===== src/design/sim_pkg.sv =====
package sim_pkg;

	localparam int LIST_BITS = 8;
	localparam int Q_DEPTH   = 4;

	// write request from the merge front into the result queue;
	// second is only ever set together with first
	typedef struct packed {
		logic first;
		logic second;
	} sim_push_t;

endpackage


===== src/design/sim_front.sv =====
module sim_front #(
	parameter int POS_BITS   = 20,
	parameter int OWNER_BITS = 16,
	parameter int COUNT_BITS = 24,
	parameter int REC_BITS   = sim_pkg::LIST_BITS + OWNER_BITS + 2 * POS_BITS + 1 + 2 * COUNT_BITS
) (
	input  logic                          clk,
	input  logic                          arst_n,
	input  logic                          accept,
	input  logic [sim_pkg::LIST_BITS-1:0] list_id,
	input  logic [OWNER_BITS-1:0]         owner_id,
	input  logic [POS_BITS-1:0]           start_pos,
	input  logic [POS_BITS-1:0]           end_pos,
	input  logic                          last_in_list,
	output sim_pkg::sim_push_t            wr,
	output logic [REC_BITS-1:0]           rec0,
	output logic [REC_BITS-1:0]           rec1
);
	import sim_pkg::*;

	localparam logic [COUNT_BITS-1:0] COUNT_MAX = {COUNT_BITS{1'b1}};

	logic                  pend_valid_q;
	logic [LIST_BITS-1:0]  pend_list_q;
	logic [OWNER_BITS-1:0] pend_owner_q;
	logic [POS_BITS-1:0]   pend_start_q;
	logic [POS_BITS-1:0]   pend_end_q;
	logic [COUNT_BITS-1:0] fusions_q;
	logic [COUNT_BITS-1:0] coalesc_q;

	logic [POS_BITS:0]     end_plus1;
	logic                  merge;
	logic                  abut;
	logic                  emit_old;
	logic [LIST_BITS-1:0]  nxt_list;
	logic [OWNER_BITS-1:0] nxt_owner;
	logic [POS_BITS-1:0]   nxt_start;
	logic [POS_BITS-1:0]   nxt_end;
	logic [COUNT_BITS-1:0] nxt_fusions;
	logic [COUNT_BITS-1:0] nxt_coalesc;
	logic [REC_BITS-1:0]   old_rec;
	logic [REC_BITS-1:0]   flush_rec;

	assign end_plus1 = {1'b0, pend_end_q} + {{POS_BITS{1'b0}}, 1'b1};
	assign merge     = pend_valid_q && (list_id == pend_list_q) && (owner_id == pend_owner_q)
		&& ({1'b0, start_pos} <= end_plus1);
	assign abut      = (end_plus1 == {1'b0, start_pos});
	assign emit_old  = accept && pend_valid_q && !merge;

	always_comb begin
		nxt_list    = pend_list_q;
		nxt_owner   = pend_owner_q;
		nxt_start   = pend_start_q;
		nxt_end     = pend_end_q;
		nxt_fusions = fusions_q;
		nxt_coalesc = coalesc_q;
		if (merge) begin
			if (end_pos > pend_end_q) begin
				nxt_end = end_pos;
			end
			if (abut) begin
				nxt_coalesc = (coalesc_q == COUNT_MAX) ? coalesc_q
					: coalesc_q + COUNT_BITS'(1);
			end else begin
				nxt_fusions = (fusions_q == COUNT_MAX) ? fusions_q
					: fusions_q + COUNT_BITS'(1);
			end
		end else begin
			nxt_list  = list_id;
			nxt_owner = owner_id;
			nxt_start = start_pos;
			nxt_end   = end_pos;
		end
	end

	assign old_rec   = {pend_list_q, pend_owner_q, pend_start_q, pend_end_q, 1'b0,
		{COUNT_BITS{1'b0}}, {COUNT_BITS{1'b0}}};
	assign flush_rec = {nxt_list, nxt_owner, nxt_start, nxt_end, 1'b1, nxt_fusions, nxt_coalesc};

	// the emitted old interval always goes ahead of the flush
	always_comb begin
		wr.first  = emit_old || (accept && last_in_list);
		wr.second = emit_old && last_in_list;
		rec0      = emit_old ? old_rec : flush_rec;
		rec1      = flush_rec;
	end

	always_ff @(posedge clk or negedge arst_n) begin
		if (!arst_n) begin
			pend_valid_q <= 1'b0;
			fusions_q    <= '0;
			coalesc_q    <= '0;
		end else if (accept) begin
			pend_valid_q <= !last_in_list;
			fusions_q    <= last_in_list ? '0 : nxt_fusions;
			coalesc_q    <= last_in_list ? '0 : nxt_coalesc;
		end
	end

	always_ff @(posedge clk) begin
		if (accept) begin
			pend_list_q  <= nxt_list;
			pend_owner_q <= nxt_owner;
			pend_start_q <= nxt_start;
			pend_end_q   <= nxt_end;
		end
	end

endmodule


===== src/design/sim_queue.sv =====
module sim_queue #(
	parameter int WIDTH = 8,
	parameter int DEPTH = 4
) (
	input  logic               clk,
	input  logic               arst_n,
	input  sim_pkg::sim_push_t wr,
	input  logic [WIDTH-1:0]   wdata0,
	input  logic [WIDTH-1:0]   wdata1,
	input  logic               pop,
	output logic [WIDTH-1:0]   rdata,
	output logic               empty,
	output logic               full
);
	import sim_pkg::*;

	localparam int PW = (DEPTH > 1) ? $clog2(DEPTH) : 1;
	localparam int CW = $clog2(DEPTH + 1);

	logic [WIDTH-1:0] mem_q [DEPTH];
	logic [PW-1:0]    wp_q;
	logic [PW-1:0]    rp_q;
	logic [CW-1:0]    cnt_q;

	logic [PW-1:0]    wp1;
	logic [PW-1:0]    wp2;
	logic             do_pop;
	logic [CW-1:0]    n_wr;

	function automatic logic [PW-1:0] next_ptr(input logic [PW-1:0] p);
		return (p == PW'(DEPTH - 1)) ? '0 : p + PW'(1);
	endfunction

	assign wp1    = next_ptr(wp_q);
	assign wp2    = next_ptr(wp1);
	assign do_pop = pop && !empty;
	assign n_wr   = CW'(wr.first) + CW'(wr.second);

	assign empty = (cnt_q == '0);
	// leave room for a double write
	assign full  = (cnt_q > CW'(DEPTH - 2));
	assign rdata = mem_q[rp_q];

	always_ff @(posedge clk) begin
		if (wr.first) begin
			mem_q[wp_q] <= wdata0;
		end
		if (wr.second) begin
			mem_q[wp1] <= wdata1;
		end
	end

	always_ff @(posedge clk or negedge arst_n) begin
		if (!arst_n) begin
			wp_q  <= '0;
			rp_q  <= '0;
			cnt_q <= '0;
		end else begin
			cnt_q <= cnt_q + n_wr - CW'(do_pop);
			if (wr.second) begin
				wp_q <= wp2;
			end else if (wr.first) begin
				wp_q <= wp1;
			end
			if (do_pop) begin
				rp_q <= next_ptr(rp_q);
			end
		end
	end

endmodule


===== src/design/sorted_interval_merger.sv =====
// Timing: a result is written into the result queue on the edge that transfers
// the input item that causes it; the queue head is read out combinationally.
// Throughput: one item per cycle while full is low; the 4-entry result queue
// raises full at three or more entries, so a list end that emits two results is absorbed.
// Reset: arst_n clears the pending interval, both counts and the queue.
module sorted_interval_merger #(
	parameter int POS_BITS   = 20,
	parameter int OWNER_BITS = 16,
	parameter int COUNT_BITS = 24
) (
	input  logic                          clk,
	input  logic                          arst_n,
	input  logic                          push,
	output logic                          full,
	input  logic [sim_pkg::LIST_BITS-1:0] list_id,
	input  logic [OWNER_BITS-1:0]         owner_id,
	input  logic [POS_BITS-1:0]           start_pos,
	input  logic [POS_BITS-1:0]           end_pos,
	input  logic                          last_in_list,
	output logic                          empty,
	input  logic                          pop,
	output logic [sim_pkg::LIST_BITS-1:0] out_list_id,
	output logic [OWNER_BITS-1:0]         out_owner_id,
	output logic [POS_BITS-1:0]           out_start,
	output logic [POS_BITS-1:0]           out_end,
	output logic                          list_done,
	output logic [COUNT_BITS-1:0]         fusion_count,
	output logic [COUNT_BITS-1:0]         coalescence_count
);
	import sim_pkg::*;

	localparam int REC_BITS = LIST_BITS + OWNER_BITS + 2 * POS_BITS + 1 + 2 * COUNT_BITS;

	logic                accept;
	sim_push_t           wr;
	logic [REC_BITS-1:0] rec0;
	logic [REC_BITS-1:0] rec1;
	logic [REC_BITS-1:0] rdata;

	assign accept = push && !full;

	sim_front #(
		.POS_BITS   (POS_BITS),
		.OWNER_BITS (OWNER_BITS),
		.COUNT_BITS (COUNT_BITS),
		.REC_BITS   (REC_BITS)
	) u_front (
		.clk          (clk),
		.arst_n       (arst_n),
		.accept       (accept),
		.list_id      (list_id),
		.owner_id     (owner_id),
		.start_pos    (start_pos),
		.end_pos      (end_pos),
		.last_in_list (last_in_list),
		.wr           (wr),
		.rec0         (rec0),
		.rec1         (rec1)
	);

	sim_queue #(
		.WIDTH (REC_BITS),
		.DEPTH (Q_DEPTH)
	) u_queue (
		.clk    (clk),
		.arst_n (arst_n),
		.wr     (wr),
		.wdata0 (rec0),
		.wdata1 (rec1),
		.pop    (pop),
		.rdata  (rdata),
		.empty  (empty),
		.full   (full)
	);

	assign {out_list_id, out_owner_id, out_start, out_end, list_done,
		fusion_count, coalescence_count} = rdata;

	a_last_writes: assert property (@(posedge clk) disable iff (!arst_n)
		(accept && last_in_list) |-> wr.first)
		else $error("list end transferred without a flush write");

	a_second_needs_first: assert property (@(posedge clk) disable iff (!arst_n)
		wr.second |-> wr.first)
		else $error("second queue write without first");

	a_write_not_empty: assert property (@(posedge clk) disable iff (!arst_n)
		wr.first |=> !empty)
		else $error("queue empty after a write");

	a_counts_on_done: assert property (@(posedge clk) disable iff (!arst_n)
		(!empty && !list_done) |-> (fusion_count == '0 && coalescence_count == '0))
		else $error("counts nonzero on an ordinary emit");

endmodule

===== config.mk =====
export PLATFORM = sky130hd
export DESIGN_NAME = sorted_interval_merger
export DESIGN_NICKNAME = d
export VERILOG_FILES = /design/src/design/sim_pkg.sv /design/src/design/sim_front.sv /design/src/design/sim_queue.sv /design/src/design/sorted_interval_merger.sv
export SDC_FILE = /design/constraint.sdc
export NUM_CORES = 1
export LEC_CHECK = 0
export BUFFER_PORTS_ARGS = -buffer_cell sky130_fd_sc_hd__buf_2
export CORE_MARGIN = 8
export CORE_UTILIZATION = 32
export CTS_CLUSTER_DIAMETER = 200
export DETAILED_ROUTE_END_ITERATION = 12
export GPL_TIMING_DRIVEN = 0
export HOLD_SLACK_MARGIN = 0.1
export SYNTH_ARGS = -nofsm -noshare
export SYNTH_HDL_FRONTEND = slang
export SYNTH_HIERARCHICAL = 1
export SYNTH_SLANG_ARGS = --single-unit

===== constraint.sdc =====
create_clock -name clk -period 12.5 [get_ports clk]
set_input_delay 0 -clock clk [delete_from_list [all_inputs] [get_ports clk]]
set_output_delay 0 -clock clk [all_outputs]
set_load 0.02 [all_outputs]

# Word-level counts from Yosys, hierarchy flattened
# Memories as Yosys holds them, arrays and structs flattened.
# Index checks and enable logic that the tools add are counted.
# word_totals
input_bits	69
mem_count	1
out_inout_bits	115
ff_bits	120
ramBits	452
# mem_list
name	words	word_bits	read_ports	rd_ports_with_merged_regs	write_ports	line	source
u_queue.mem_q	4	113	1	0	2	sim_queue.sv:20	logic [WIDTH-1:0] mem_q [DEPTH];
# classes
addsub	9
n_eq_ne	8
reduce_logical	16
mux	23
order_cmp	3
# op_table
cell	count
2-to-1 mux 24 bit	8
2-to-1 mux 113 bit	1
2-to-1 mux 20 bit	3
adder 24 x 1 -> 24 bit, second input constant	2
equality test 24 bit, second input constant	2
adder 20 x 1 -> 21 bit, second input constant	1
equality test 21 x 20 -> 1 bit	1
less-or-equal comparator 20 x 21 -> 1 bit	1
> comparator 20 bit	1
equality test 16 bit	1
2-to-1 mux 16 bit	1
2-to-1 mux 2 bit	5
logical AND 1 bit	9
equality test 8 bit	1
2-to-1 mux 8 bit	1
adder 2 x 1 -> 2 bit, second input constant	3
equality test 2 bit, second input constant	3
zero test 1 bit	4
2-to-1 mux 1 bit	4
adder 3 bit	1
> comparator 3 x 2 -> 1 bit, second input constant	1
zero test 3 bit	1
subtractor 3 x 1 -> 3 bit	1
adder 1 x 1 -> 2 bit	1
2 further kinds	2

# Longest topological paths before layout
# logic_depth
word_depth	10
ltp_mapped	25
ltp_nobuf	19

# By module
# The synthesis kept the hierarchy.
# by_module_without_submodules
mod	area_each_um2	instances	seq_area_each_um2	cells_each
sim_queue	22215.1	1	13748.2	1146
sim_front	9225.1	1	3148.0	1044
sorted_interval_merger	13.8	1	0.0	1

# Worst setup path after synthesis
# No wires, ideal clock.
# synth_timing
path_type	register to register
start	reg u_front.pend_end_q[2]
end	mem u_queue/mem_q[3][0] (netlist name), enable pin
arrival_time_ps	6044
period_less_slack_ps	7058
setup_time_ps	1014
t_required_ps	11486
stages_incl_launch_ff	25
n_path_buf	9
slack_ps	5442
cell_sequence	edfxtp_1 buf_2 and4_1 clkbuf_1 nand2_1 nor3_1 nand2_1 xnor2_1 ha_1 nand4_1 nor4_1 nand2_1 and3_1 buf_6 o31a_1 clkbuf_1 inv_1 buf_2 buf_2 nor2_1 buf_4 nand2_2 buf_4 buf_4 nand2_1
# synth_lines
element	line	source
start: declaration	sim_front.sv:27	logic [POS_BITS-1:0] pend_end_q;
start signal: assignment	sim_front.sv:105	pend_end_q <= nxt_end;
end: declaration	sim_queue.sv:20	

==> implementation parameters <==
Parameter                              Value

Floorplanning
  Standard-cell row count    115
  Core area    97800 um^2
  Starting Density    32.1%
  Horiz. Die Dim    330 um
  I/O Pins    184
  Die height    330 um
  Die Area    109000 um^2

Synthesis
  Dominant combinational cell family by area after synthesis    multiplexers
  Warnings, synthesis    6
  Average cell area after synthesis    14.4 um^2
  Total standard cell area after synthesis    31500 um^2
  Seq cells post-synth    572
  Syn_nets    2314
  Synth cell types    72
  Main flop type after synthesis    sky130_fd_sc_hd__edfxtp_1
  Post-synthesis instance total    2191
  Share of synthesized cell area in full adder, half adder and majority cells    2.20%
  Number of synthesized flops with an enable pin    516
  Fraction of registers with async set/reset    9.79%
  Simple logic cell fraction of the synthesized area    7.47%
  Fraction of the yosys area taken by sequential cells    53.7%
  Post-synthesis mux area share    27.4%
  Fraction of the mapped netlist area in compound gates    4.24%
  Xor/xnor share of the synthesized area    1.62%

Global routing
  Wire length of the first global-routing pass    138000 um
  Total track usage    16.8%
  Via count of the first global-routing pass    21341
  Pin count of the biggest net entering global routing    57
  Total overflow reported by the global router    0
  Number of antenna violations at the first check in global routing    5

STA
  Final clock skew    0.0262 ns
  RSZ-0062 raised after global routing    false
  Maximum clock frequency    128 MHz
  Worst slew margin relative to its limit    21.3%
  Clock period minus final worst setup slack    7.80 ns
  Final setup violation count    0
  Total Neg Setup Slack    0 ns
  Hold violation total from the final report    0
  Number of slew-limit violations in the final report    0
  Fraction of the cycle the final worst path needs    62.4%
  Measured slew at the worst slew-check pin    1.17 ns

Placement
  Port Buf Inserts    183
  Total half-perimeter wirelength after legalization and detailed placement    65000 um
  Placement Cell Area    34300 um^2
  Placer Congestion    0.902

Pwr
  Cell Pwr Density    194 nW/um^2
  Standby leakage power    0.0137 uW
  Worst supply voltage drop on vdd    137 uV

Worst setup path
  Largest fanout on the critical path    40
  Kind of launch point of the worst setup path    flop
  Crit path arrival time    8.16 ns
  Library cell contributing the largest single delay on the critical path    sky130_fd_sc_hd__nor4_1
  Endpoint type of the worst setup path    flop
  FF-to-FF setup slack    4.70 ns
  Slowest Stage Delay on Critical Path    0.64 ns
  Crit Path Class    flop to flop
  Endpoint required time on the critical path    12.86 ns
  Top cell by count, worst path    sky130_fd_sc_hd__buf_2

Clock tree
  Worst-skew pair later-pin latency    0.64 ns
  Clk slew on worst S/H paths    0.06 ns
  Num CTS Buffers    60
  H-Tree Level Count    2
  Cell chosen for the clock root    sky130_fd_sc_hd__clkbuf_16
  Clock net sink count    572
  Clock tree from TritonCTS    done
  Number of buffers on the longest clock path    3
  # resized after CTS    0

Finish
  Most frequent cells in the layout    sky130_fd_sc_hd__edfxtp_1, sky130_fd_sc_hd__mux2_2, sky130_fd_sc_hd__mux2_1
  Share of final-layout standard cells stronger than drive strength 1    31.2%
  Synth-to-layout area growth    17.3%
  Final design instance area without fill    36900 um^2
  Most common cell after layout, fill and taps aside    sky130_fd_sc_hd__edfxtp_1
  Final nets    2641
  Diode insertion count for antenna repair    0

Drt
  Count of nets left with antenna violations after detail routing    0
  Via-per-instance ratio    5.32
  Number of DRC markers in iteration 0    1714
  Count of TritonRoute iterations in the first routing pass    7
  Wire length on met2    46400 um
  Total detailed-routing wirelength    93800 um
  Wire length on met1    39500 um
  Remaining design rule violation count    0
  Uppermost metal layer occupied by signal nets    met5
  Vias    20512
  Post-detailed-route wirelength per cell    24.3 um
  Detailed route wirelength on metal3    5280 um

Run
  Max-cap violations    0

Status
  Status    finished clean

Min path
  Worst hold-check path type    primary input to flop
critical path: cells and delay by family, from the launching register on:
family | cells | cell delay (ns)
simple gates | 10 | 2.69
buf+inv | 11 | 3.25
compound gates | 2 | 0.67
fa+ha+maj | 1 | 0.33
xor+xnor | 1 | 0.17
flops | 1 | 0.31
worst paths after layout:
| kind | startpoint | endpoint | cells past startpoint |
|---|---|---|---|
| min | end_pos[14] | u_front/pend_end_q[14] | 3 |
| max in group asynchronous | arst_n | u_queue/rp_q[1] | 4 |
| min reg2reg | u_front/coalesc_q[23] | u_front/coalesc_q[23] | 2 |
| max | u_front/pend_end_q[2] | u_queue/mem_q[2][69] | 25 |
| max reg2reg | u_front/pend_end_q[2] | u_queue/mem_q[2][69] | 25 |
| min in group asynchronous | arst_n | u_front/coalesc_q[22] | 4 |
cells by family (layout without fill, tap and decap cells):
group	count (synthesis)	count (layout)
and+or+nand+nor	453	453
adders and majority gates	54	54
muxes	649	649
DFF	572	572
buffers and inverters	208	584
xor gates and xnor gates	58	58
AOI/OAI and AO/OA	196	196
other	1	1
metal layers:
metal / vias up / global-route usage, %
li1: 9223 / -
met4: 2 / 4.78
met2: 600 / 29.1
met3: 135 / 2.74
met5: - / 0
met1: 10552 / 21.6
timing repair:
item                       4_1_cts  5_1_grt
setup endpoints to repair        0        0
hold endpoints to repair       404        0
hold buffers                    70        0
buffers inserted                 0        0
registers in the layout, indices dropped and copies added (netlist names):
signal	cells
u_front/pend_list_q	8
u_front/pend_valid_q	1
u_front/fusions_q	24
u_front/pend_end_q	20
u_front/coalesc_q	24
u_front/pend_start_q	20
u_queue/wp_q	2
u_queue/rp_q	2
u_queue/mem_q	452
u_front/pend_owner_q	16
u_queue/cnt_q	3
metrics by stage:
step	instances	utilization (%)	total power (uW)	hold WS, ns	setup slack, ns
after floorplan	2191	-	4440	-0.296	5.44
after global placement	3661	34.7	5450	0.393	0.301
after detailed placement	3673	35.0	5490	0.156	4.74
after CTS	3854	37.7	7260	0.272	4.70
after global routing	3854	37.7	7490	0.321	4.27
final	3854	37.7	7150	0.321	4.70
where the power goes:
group          switching, uW  leakage [uW]  internal, uW
Sequential               113       0.00555          2560
Clock                    764      0.000918           972
Combinational           1700       0.00723          1040
Total                   2580        0.0137          4570
cell usage after synthesis (all sizes together) (3+ instances only):
cell type / instances / share of area, %
o311ai: 5 / 0.14
and4: 12 / 0.33
o31ai: 8 / 0.19
o21ai: 47 / 0.75
nand3: 45 / 0.72
nand2: 167 / 2.0
or2: 8 / 0.16
or4: 16 / 0.39
nor4: 25 / 0.52
a21oi: 46 / 0.73
buf: 89 / 1.9
inv: 49 / 0.58
and3: 17 / 0.34
a31o: 3 / 0.084
nand4: 38 / 0.78
or3: 26 / 0.52
a211o: 11 / 0.31
xnor2: 48 / 1.3
a21o: 12 / 0.29
o211a: 10 / 0.32
o21a: 6 / 0.14
nor2b: 8 / 0.18
ha: 52 / 2.1
nand2b: 10 / 0.20
edfxtp: 516 / 49
o211ai: 13 / 0.31
xor2: 10 / 0.28
mux2: 534 / 19
a32o: 4 / 0.13
a311o: 4 / 0.13
nor3: 18 / 0.29
a211oi: 3 / 0.072
clkbuf: 68 / 0.81
dfrtp: 56 / 4.5
and2: 22 / 0.44
a31oi: 6 / 0.12
nor2: 35 / 0.42
mux4: 113 / 8.1
layout make-up:
type                    instances  area (um^2)
clock buffers                  78         1620
inverters                      51          191
flip-flops and latches        572        16900
well taps                    1287         1610
plain buffers                 157          865
repair buffers                265         1910
multi-input cells            1411        13500
fillers                      9268        61000
clock inverters                33          250
Note: power is estimated with default switching activity, not from simulation.
